===== config.mk =====
export PLATFORM = sky130hd
export DESIGN_NAME = serial_tty_rx_tx_ring_buffers_top
export DESIGN_NICKNAME = d
export VERILOG_FILES = /design/src/hw/rtl/srb_pkg.sv /design/src/hw/rtl/srb_ram.sv /design/src/hw/rtl/serial_tty_rx_tx_ring_buffers_top.sv
export VERILOG_INCLUDE_DIRS = /design/src /design/src/hw/rtl
export SDC_FILE = /design/constraint.sdc
export NUM_CORES = 1
export LEC_CHECK = 0
export BUFFER_PORTS_ARGS = -buffer_cell sky130_fd_sc_hd__buf_2
export CELL_PAD_IN_SITES_DETAIL_PLACEMENT = 1
export CELL_PAD_IN_SITES_GLOBAL_PLACEMENT = 1
export CORE_MARGIN = 5
export CORE_UTILIZATION = 25
export CTS_CLUSTER_SIZE = 40
export DETAILED_ROUTE_END_ITERATION = 8
export PLACE_DENSITY_LB_ADDON = 0.1
export SLEW_MARGIN = 20
export SYNTH_ARGS = -nofsm -noshare
export SYNTH_HDL_FRONTEND = slang
export SYNTH_SLANG_ARGS = --single-unit

===== constraint.sdc =====
create_clock -name i_clk -period 6.73 [get_ports i_clk]
set_clock_uncertainty 0.2 [all_clocks]
set_input_delay 1.346 -clock i_clk [delete_from_list [all_inputs] [get_ports i_clk]]
set_output_delay 1.346 -clock i_clk [all_outputs]
set_load 0.01 [all_outputs]

===== src/hw/rtl/serial_tty_rx_tx_ring_buffers_top_defines.svh =====
// ----------------------------------------------------------------------------
// Assertion macros for the serial tty ring buffer block
// Clocked implication checks with reset disable, same-cycle and next-cycle.
// ----------------------------------------------------------------------------
`ifndef SERIAL_TTY_RX_TX_RING_BUFFERS_TOP_DEFINES_SVH
`define SERIAL_TTY_RX_TX_RING_BUFFERS_TOP_DEFINES_SVH

// Same-cycle implication
`define SRB_ASSERT_NOW(lbl, clk, rstn, ante, cons) \
    lbl: assert property (@(posedge clk) disable iff (!(rstn)) (ante) |-> (cons)) \
        else $error("srb assertion failed (same cycle)");

// Next-cycle implication
`define SRB_ASSERT_NEXT(lbl, clk, rstn, ante, cons) \
    lbl: assert property (@(posedge clk) disable iff (!(rstn)) (ante) |=> (cons)) \
        else $error("srb assertion failed (next cycle)");

`endif


===== src/hw/rtl/srb_pkg.sv =====
// ----------------------------------------------------------------------------
// srb_pkg
// Types and character constants for the serial tty ring buffer block.
// ----------------------------------------------------------------------------
`default_nettype none

package srb_pkg;

    // Event codes of one input item
    typedef enum logic [1:0] {
        MODE_RX_BYTE  = 2'd0,
        MODE_POP      = 2'd1,
        MODE_PUSH     = 2'd2,
        MODE_TX_READY = 2'd3
    } t_mode;

    // Control sequencer
    typedef enum logic {
        S_IDLE = 1'b0,
        S_READ = 1'b1
    } t_state;

    localparam logic [6:0] RX_MASK   = 7'h7F;
    localparam logic [6:0] CHAR_CR   = 7'h0D;
    localparam logic [6:0] CHAR_LF   = 7'h0A;
    localparam logic [7:0] CHAR_BELL = 8'h07;

endpackage

`default_nettype wire


===== src/hw/rtl/srb_ram.sv =====
// ----------------------------------------------------------------------------
// srb_ram
// Simple dual-port RAM, one write and one read port, registered read data.
// ----------------------------------------------------------------------------
`default_nettype none

module srb_ram #(
    parameter int WIDTH = 8,
    parameter int DEPTH = 64
) (
    input  wire logic                     i_clk,
    input  wire logic                     i_wr_en,
    input  wire logic [$clog2(DEPTH)-1:0] i_wr_addr,
    input  wire logic [WIDTH-1:0]         i_wr_data,
    input  wire logic                     i_rd_en,
    input  wire logic [$clog2(DEPTH)-1:0] i_rd_addr,
    output logic      [WIDTH-1:0]         o_rd_data
);

    logic [WIDTH-1:0] r_mem [DEPTH];
    logic [WIDTH-1:0] r_rd_data;

    // Write port
    always_ff @(posedge i_clk) begin
        if (i_wr_en) begin
            r_mem[i_wr_addr] <= i_wr_data;
        end
    end

    // Read port, data holds until the next read
    always_ff @(posedge i_clk) begin
        if (i_rd_en) begin
            r_rd_data <= r_mem[i_rd_addr];
        end
    end

    assign o_rd_data = r_rd_data;

endmodule

`default_nettype wire


===== src/hw/rtl/serial_tty_rx_tx_ring_buffers_top.sv =====
// A received byte, a push, an empty pop or a transmitter-ready on an empty
// ring shows its result in the cycle after acceptance; the next item may
// follow in the next cycle when the output is ready. A ring-reading pop or
// transmitter-ready waits in the read state for the registered RAM data.
// Reset clears pointers, fill counts and the transmit interrupt enable; the
// ring RAM contents are not cleared.
`default_nettype none

`include "serial_tty_rx_tx_ring_buffers_top_defines.svh"

// ----------------------------------------------------------------------------
// serial_tty_rx_tx_ring_buffers_top
// Receive and transmit rings for one serial line, with input echo and bell.
// ----------------------------------------------------------------------------
module serial_tty_rx_tx_ring_buffers_top #(
    parameter int RING_DEPTH = 64
) (
    input  wire logic       i_clk,
    input  wire logic       i_rst_n,
    input  wire logic       i_in_valid,
    output logic            o_in_ready,
    input  wire logic [1:0] i_mode,
    input  wire logic [7:0] i_data_byte,
    output logic            o_out_valid,
    input  wire logic       i_out_ready,
    output logic            o_line_valid,
    output logic      [7:0] o_line_byte,
    output logic            o_read_valid,
    output logic      [6:0] o_read_byte,
    output logic            o_push_accepted,
    output logic            o_tx_irq_enabled,
    output logic      [6:0] o_rx_count,
    output logic      [6:0] o_tx_count
);

    import srb_pkg::*;

    localparam int PW = $clog2(RING_DEPTH);
    localparam int CW = $clog2(RING_DEPTH + 1);
    localparam logic [PW-1:0] LAST_SLOT = PW'(RING_DEPTH - 1);
    localparam logic [CW-1:0] FULL_FILL = CW'(RING_DEPTH);

    // Control state
    t_state        r_state, n_state;
    logic          r_pend_tx, n_pend_tx;
    logic [PW-1:0] r_rx_wr_ptr, n_rx_wr_ptr, r_rx_rd_ptr, n_rx_rd_ptr;
    logic [PW-1:0] r_tx_wr_ptr, n_tx_wr_ptr, r_tx_rd_ptr, n_tx_rd_ptr;
    logic [CW-1:0] r_rx_fill, n_rx_fill, r_tx_fill, n_tx_fill;
    logic          r_tx_irq, n_tx_irq;
    logic          r_out_valid, n_out_valid;

    // Result register
    logic       r_line_valid, n_line_valid;
    logic [7:0] r_line_byte, n_line_byte;
    logic       r_read_valid, n_read_valid;
    logic [6:0] r_read_byte, n_read_byte;
    logic       r_push_ok, n_push_ok;
    logic       r_irq_out, n_irq_out;
    logic [6:0] r_rx_count, n_rx_count;
    logic [6:0] r_tx_count, n_tx_count;

    // RAM ports
    logic       rx_wr_en, rx_rd_en, tx_wr_en, tx_rd_en;
    logic [6:0] rx_wr_data, rx_rd_data;
    logic [7:0] tx_rd_data;
    logic [6:0] rx_char;

    logic accept;
    logic out_free;
    logic load_out;

    assign out_free   = !r_out_valid || i_out_ready;
    assign o_in_ready = (r_state == S_IDLE) && out_free;
    assign accept     = i_in_valid && o_in_ready;

    srb_ram #(.WIDTH(7), .DEPTH(RING_DEPTH)) u_rx_ram (
        .i_clk     (i_clk),
        .i_wr_en   (rx_wr_en),
        .i_wr_addr (r_rx_wr_ptr),
        .i_wr_data (rx_wr_data),
        .i_rd_en   (rx_rd_en),
        .i_rd_addr (r_rx_rd_ptr),
        .o_rd_data (rx_rd_data)
    );

    srb_ram #(.WIDTH(8), .DEPTH(RING_DEPTH)) u_tx_ram (
        .i_clk     (i_clk),
        .i_wr_en   (tx_wr_en),
        .i_wr_addr (r_tx_wr_ptr),
        .i_wr_data (i_data_byte),
        .i_rd_en   (tx_rd_en),
        .i_rd_addr (r_tx_rd_ptr),
        .o_rd_data (tx_rd_data)
    );

    // Fold carriage return into line feed after masking to 7 bits
    assign rx_char    = i_data_byte[6:0] & RX_MASK;
    assign rx_wr_data = (rx_char == CHAR_CR) ? CHAR_LF : rx_char;

    // Decode the item, update the rings and build the result.
    // Each item touches one RAM once, so a write and a read of the same
    // entry never fall in one cycle and no forwarding is needed.
    always_comb begin
        n_state     = r_state;
        n_pend_tx   = r_pend_tx;
        n_rx_wr_ptr = r_rx_wr_ptr;
        n_rx_rd_ptr = r_rx_rd_ptr;
        n_tx_wr_ptr = r_tx_wr_ptr;
        n_tx_rd_ptr = r_tx_rd_ptr;
        n_rx_fill   = r_rx_fill;
        n_tx_fill   = r_tx_fill;
        n_tx_irq    = r_tx_irq;
        rx_wr_en    = 1'b0;
        rx_rd_en    = 1'b0;
        tx_wr_en    = 1'b0;
        tx_rd_en    = 1'b0;
        load_out    = 1'b0;

        n_line_valid = 1'b0;
        n_line_byte  = 8'h00;
        n_read_valid = 1'b0;
        n_read_byte  = 7'h00;
        n_push_ok    = 1'b0;

        case (r_state)
            S_IDLE: begin
                if (accept) begin
                    case (t_mode'(i_mode))
                        MODE_RX_BYTE: begin
                            load_out     = 1'b1;
                            n_line_valid = 1'b1;
                            if (r_rx_fill == FULL_FILL) begin
                                n_line_byte = CHAR_BELL;
                            end else begin
                                n_line_byte = {1'b0, rx_wr_data};
                                rx_wr_en    = 1'b1;
                                n_rx_wr_ptr = (r_rx_wr_ptr == LAST_SLOT) ? '0
                                                                         : r_rx_wr_ptr + 1'b1;
                                n_rx_fill   = r_rx_fill + 1'b1;
                            end
                        end
                        MODE_POP: begin
                            if (r_rx_fill != '0) begin
                                rx_rd_en    = 1'b1;
                                n_rx_rd_ptr = (r_rx_rd_ptr == LAST_SLOT) ? '0
                                                                         : r_rx_rd_ptr + 1'b1;
                                n_rx_fill   = r_rx_fill - 1'b1;
                                n_pend_tx   = 1'b0;
                                n_state     = S_READ;
                            end else begin
                                load_out = 1'b1;
                            end
                        end
                        MODE_PUSH: begin
                            load_out = 1'b1;
                            if (r_tx_fill != FULL_FILL) begin
                                n_push_ok   = 1'b1;
                                tx_wr_en    = 1'b1;
                                n_tx_wr_ptr = (r_tx_wr_ptr == LAST_SLOT) ? '0
                                                                         : r_tx_wr_ptr + 1'b1;
                                n_tx_fill   = r_tx_fill + 1'b1;
                                n_tx_irq    = 1'b1;
                            end
                        end
                        MODE_TX_READY: begin
                            if (r_tx_fill == '0) begin
                                load_out = 1'b1;
                                n_tx_irq = 1'b0;
                            end else begin
                                tx_rd_en    = 1'b1;
                                n_tx_rd_ptr = (r_tx_rd_ptr == LAST_SLOT) ? '0
                                                                         : r_tx_rd_ptr + 1'b1;
                                n_tx_fill   = r_tx_fill - 1'b1;
                                n_pend_tx   = 1'b1;
                                n_state     = S_READ;
                            end
                        end
                        default: begin
                            load_out = 1'b1;
                        end
                    endcase
                end
            end
            S_READ: begin
                // Output slot is empty here: it was free at acceptance
                load_out = 1'b1;
                n_state  = S_IDLE;
                if (r_pend_tx) begin
                    n_line_valid = 1'b1;
                    n_line_byte  = tx_rd_data;
                end else begin
                    n_read_valid = 1'b1;
                    n_read_byte  = rx_rd_data & RX_MASK;
                end
            end
            default: begin
                n_state = S_IDLE;
            end
        endcase

        n_irq_out  = n_tx_irq;
        n_rx_count = 7'(n_rx_fill);
        n_tx_count = 7'(n_tx_fill);

        // Hold the result until taken
        if (load_out) begin
            n_out_valid = 1'b1;
        end else if (i_out_ready) begin
            n_out_valid = 1'b0;
        end else begin
            n_out_valid = r_out_valid;
        end
    end

    // Control registers
    always_ff @(posedge i_clk) begin
        if (!i_rst_n) begin
            r_state     <= S_IDLE;
            r_pend_tx   <= 1'b0;
            r_rx_wr_ptr <= '0;
            r_rx_rd_ptr <= '0;
            r_tx_wr_ptr <= '0;
            r_tx_rd_ptr <= '0;
            r_rx_fill   <= '0;
            r_tx_fill   <= '0;
            r_tx_irq    <= 1'b0;
            r_out_valid <= 1'b0;
        end else begin
            r_state     <= n_state;
            r_pend_tx   <= n_pend_tx;
            r_rx_wr_ptr <= n_rx_wr_ptr;
            r_rx_rd_ptr <= n_rx_rd_ptr;
            r_tx_wr_ptr <= n_tx_wr_ptr;
            r_tx_rd_ptr <= n_tx_rd_ptr;
            r_rx_fill   <= n_rx_fill;
            r_tx_fill   <= n_tx_fill;
            r_tx_irq    <= n_tx_irq;
            r_out_valid <= n_out_valid;
        end
    end

    // Result payload
    always_ff @(posedge i_clk) begin
        if (load_out) begin
            r_line_valid <= n_line_valid;
            r_line_byte  <= n_line_byte;
            r_read_valid <= n_read_valid;
            r_read_byte  <= n_read_byte;
            r_push_ok    <= n_push_ok;
            r_irq_out    <= n_irq_out;
            r_rx_count   <= n_rx_count;
            r_tx_count   <= n_tx_count;
        end
    end

    assign o_out_valid      = r_out_valid;
    assign o_line_valid     = r_line_valid;
    assign o_line_byte      = r_line_byte;
    assign o_read_valid     = r_read_valid;
    assign o_read_byte      = r_read_byte;
    assign o_push_accepted  = r_push_ok;
    assign o_tx_irq_enabled = r_irq_out;
    assign o_rx_count       = r_rx_count;
    assign o_tx_count       = r_tx_count;

    // Checks
    `SRB_ASSERT_NOW(a_rx_fill_bound, i_clk, i_rst_n, 1'b1, r_rx_fill <= FULL_FILL)
    `SRB_ASSERT_NOW(a_tx_fill_bound, i_clk, i_rst_n, 1'b1, r_tx_fill <= FULL_FILL)
    `SRB_ASSERT_NOW(a_read_slot_free, i_clk, i_rst_n, r_state == S_READ, !r_out_valid)
    `SRB_ASSERT_NEXT(a_read_loads, i_clk, i_rst_n, r_state == S_READ, r_out_valid)
    `SRB_ASSERT_NEXT(a_push_irq, i_clk, i_rst_n, tx_wr_en, r_tx_irq && r_tx_fill != '0)

endmodule

`default_nettype wire


==> flow_summary.rst <==
.. list-table::
   :header-rows: 1

   * - Metric
     - Value
   * - Launching element type of the critical path
     - input port
   * - Average routed wire per standard cell
     - 28.9 um
   * - Count of final max-slew check failures
     - 0
   * - Final Hold Viols
     - 0
   * - Share of cell area taken by muxes after synthesis
     - 14.0%
   * - NumNets Final
     - 2327
   * - Hold_buf cts
     - 0
   * - Core area
     - 167000 um2
   * - Starting density of the core
     - 25.1%
   * - Pin slew with the least headroom to its limit
     - 1090 ps
   * - Post-route DRC
     - 0
   * - Peak supply drop
     - 0.000204 V
   * - Weighted congestion reported at the end of routability-driven placement
     - 0.765
   * - Post-detailed-placement half-perimeter wirelength
     - 84.7 mm
   * - Synth Register Bits
     - 1050
   * - X dimension of the die
     - 419 um
   * - Layout Area Growth over Synthesis
     - 15.7%
   * - Worst-Skew Late Latency
     - 740 ps
   * - Post-detailed-route count of antenna-violating nets
     - 0
   * - CP Launch Point
     - i_mode[0]
   * - Final instance area
     - 48400 um2
   * - Final Routed Wirelength
     - 133 mm
   * - Largest net degree at the start of global routing
     - 80
   * - Reg-to-reg slack, setup
     - 2820 ps
   * - Number of H-tree levels
     - 3
   * - CTS root buffer
     - sky130_fd_sc_hd__clkbuf_16
   * - Share of final-layout standard cells stronger than drive strength 1
     - 21.6%
   * - Power Internal
     - 11.1 mW
   * - Final setup fails
     - 0
   * - Initial antenna violation count
     - 3
   * - Clock transition time at the flip-flop clock pins of the worst setup and hold paths
     - 60 ps
   * - Total clock sinks
     - 1050
   * - Number of gates resized after cts
     - 0
   * - Post-detailed-placement cell area
     - 44600 um2
   * - Number of iterations in the first detailed-routing pass
     - 5
   * - Syn Inst Count
     - 2218
   * - Worst Path Max Fanout
     - 22
   * - Static Leakage
     - 14.4 nW
   * - Sequential element share of the synthesized area
     - 74.3%
   * - Initial DRC count
     - 1960
   * - Most common flop cell mapped by yosys
     - sky130_fd_sc_hd__edfxtp_1
   * - Cell chain of the critical path
     - buf_2, inv_1, nand4_1, nor2_1, nand3_1, nor2_1
   * - Worst setup margin
     - 2390 ps
   * - Overflow left after global routing
     - 0
   * - Routed vias/inst
     - 4.73
   * - Endpoint type of the worst setup path
     - flip-flop
   * - Slowest cell delay on critical path
     - 860 ps
   * - Result of the run
     - finished clean
   * - Switching part of the total
     - 21.8%
   * - Parity-gate share of the synthesized area counting xor and xnor cells
     - 0.314%
   * - Arrival time of data at the critical path endpoint
     - 4490 ps
   * - Maxcap violations
     - 0
   * - Maximum root-to-sink buffer count
     - 3
   * - Adder-cell area share of the yosys netlist
     - 0.239%
   * - Number of cells on the worst reg-to-reg path
     - 8
   * - CTS tree
     - yes
   * - Number of enable flip-flop cells after synthesis
     - 1008
   * - Timing endpoint of the critical path
     - u_rx_ram.r_mem[60][3]
   * - Period Utilization, post-route
     - 64.5%
   * - Synthesized area per cell
     - 18.9 um2
   * - Power dissipated by switching net loads
     - 3.09 mW
   * - Number of cells on the critical path
     - 6
   * - Die outline height
     - 419 um
   * - Total clock buffers created by CTS
     - 118
   * - FF-to-FF End
     - u_tx_ram.o_rd_data[6]
   * - Sequential cell fraction of total power
     - 50.9%
   * - Total die area
     - 176000 um2
   * - Number of nets in the synthesized netlist
     - 2240
   * - Required time at the endpoint of the critical path
     - 6870 ps
   * - Count of warnings emitted by yosys
     - 0
   * - # Post-CTS Setup Buffers
     - 0
   * - Power density normalized to cell area
     - 293 nW/um2
   * - Sum Neg Setup Slack
     - 0 ps
   * - Fraction of the mapped netlist area in compound gates
     - 3.49%
   * - Worst Hold Class
     - flip-flop to flip-flop
   * - Family with the most delay on the worst path
     - simple AND/OR/NAND/NOR gates
   * - Aggregate global-route resource usage
     - 15.1%
   * - Most frequent cells in the layout
     - sky130_fd_sc_hd__edfxtp_1, sky130_fd_sc_hd__mux4_2, sky130_fd_sc_hd__nor2_1
   * - Setup slack after placement
     - 1530 ps
   * - Source of the worst register-to-register timing path
     - r_tx_rd_ptr[0]
   * - Portion of total power attributed to combinational logic
     - 3.5%
   * - I/O pin count
     - 49
   * - Combined area of all synthesized cells
     - 41900 um2
   * - Simple-gate portion of the synthesized area
     - 5.63%
   * - Share of flip-flops with an asynchronous set or reset after synthesis
     - 0%
   * - Count of standard-cell rows
     - 150
   * - Vias post-DR
     - 21800
   * - First-pass GRT wire length
     - 187 mm
   * - Combinational family with the most area after synthesis
     - multiplexers
   * - Post-layout util
     - 29.0%
   * - Critical-path cell with the highest stage delay
     - sky130_fd_sc_hd__nor2_1
   * - Clock group share of total power
     - 45.6%
   * - Clock period minus worst slack
     - 4340 ps
   * - Fmax
     - 230 MHz
   * - Leading cell type in the layout, fill and taps excluded
     - sky130_fd_sc_hd__edfxtp_1
   * - Post-synthesis cell type count
     - 73
   * - Vias in the first global route
     - 23100
   * - Count of port buffers added during placement
     - 48
   * - Worst slew slack as a fraction of its limit
     - 27.0%
   * - Unrepaired setup endpoints after global routing
     - no
   * - FILL cells
     - 17000
   * - Critical path's most frequent cell
     - sky130_fd_sc_hd__nor2_1
   * - Buffering stage count on the worst path with inverters included
     - 2
   * - Crit Path Class
     - input port to flip-flop
==> layer usage <==
layer / share of wire, % / vias up / track usage (%)
met5: 0 / - / 0
met4: 2.0 / 0 / 3.83
met3: 5.3 / 138 / 3.05
met2: 45 / 596 / 23.3
met1: 47 / 11800 / 21.8
li1: - / 9229 / -
==> worst min path at each step <==
stage / slack (ps) / from / cells after the start / end
CTS: 330 / r_pend_tx / 2 / r_pend_tx
global route: 340 / u_rx_ram.o_rd_data[5] / 1 / o_read_byte[5]
floorplan: 280 / r_tx_wr_ptr[0] / 2 / r_tx_wr_ptr[0]
finish: 320 / r_pend_tx / 2 / r_pend_tx
global placement: 320 / r_tx_wr_ptr[0] / 2 / r_tx_wr_ptr[0]
detailed placement: 320 / r_pend_tx / 2 / r_pend_tx
==> cells by family (layout without fill, tap and decap cells) <==
group	after synthesis	count (layout)
buf+inv	151	337
other cells	0	2
fa+ha+maj	8	8
flops	1050	1050
mux	298	298
compound gates	207	207
simple gates	489	489
xor+xnor	15	15
==> tightest hold or removal path, cell delays in order (launching register included) <==
cell and delay, ps:
sky130_fd_sc_hd__dfxtp_1 330, sky130_fd_sc_hd__nor2_1 100, sky130_fd_sc_hd__nor3_1 40
==> cell usage after synthesis (24+ instances only) <==
library cell               number  share of area [%]
sky130_fd_sc_hd__edfxtp_1    1008                 72
sky130_fd_sc_hd__mux4_2       206                 11
sky130_fd_sc_hd__nor2_1       196                1.8
sky130_fd_sc_hd__nand2_1       80               0.72
sky130_fd_sc_hd__mux2i_1       61                1.5
sky130_fd_sc_hd__clkbuf_1      52               0.47
sky130_fd_sc_hd__dfxtp_1       42                2.0
sky130_fd_sc_hd__a21oi_1       38               0.45
sky130_fd_sc_hd__buf_2         36               0.43
sky130_fd_sc_hd__nor3_1        32               0.38
sky130_fd_sc_hd__nand3_1       28               0.33
sky130_fd_sc_hd__and2_1        26               0.39
sky130_fd_sc_hd__o21ai_0       24               0.29
sky130_fd_sc_hd__o22ai_1       24               0.36
==> flip-flops by register name, indices dropped and copies added, names as in the netlist, 6 cells and up <==
register / count
r_tx_wr_ptr: 6
u_tx_ram.r_mem: 512
u_tx_ram.o_rd_data: 8
u_rx_ram.o_rd_data: 7
r_rx_fill: 7
r_rx_rd_ptr: 6
o_line_byte: 8
u_rx_ram.r_mem: 448
o_tx_count: 7
o_rx_count: 7
r_rx_wr_ptr: 6
r_tx_rd_ptr: 6
o_read_byte: 7
r_tx_fill: 7
==> area by class of cell <==
type / count / area [um2] / share of cell area, %
inverter: 22 / 82.6 / 0.171
tap: 2204 / 2760 / 5.70
multi-input combinational: 1017 / 9930 / 20.5
timing repair buffer: 96 / 663 / 1.37
clock inverter: 82 / 808 / 1.67
antenna: 2 / 5.00 / 0.0103
sequential: 1050 / 31100 / 64.3
clock buffer: 137 / 3050 / 6.29
==> per-stage QoR <==
step,std cells,hold slack (ps),total power [mW]
6_report,4610,320,14.2
5_1_grt,4609,344,14.8
4_1_cts,4608,328,14.4
3_5_place_dp,4389,316,7.88
3_3_place_gp,4389,317,7.88
2_1_floorplan,2218,282,7.60
==> power by group through the flow <==
stage / Combinational, mW / Sequential, mW / Clock [mW]
CTS: 0.520 / 7.22 / 6.69
floorplan: 0.246 / 7.36 / 0
detailed placement: 0.521 / 7.36 / 0
global route: 0.544 / 7.22 / 7.00
finish: 0.503 / 7.22 / 6.46
global placement: 0.522 / 7.36 / 0
Power figures use the tool's default switching activity.
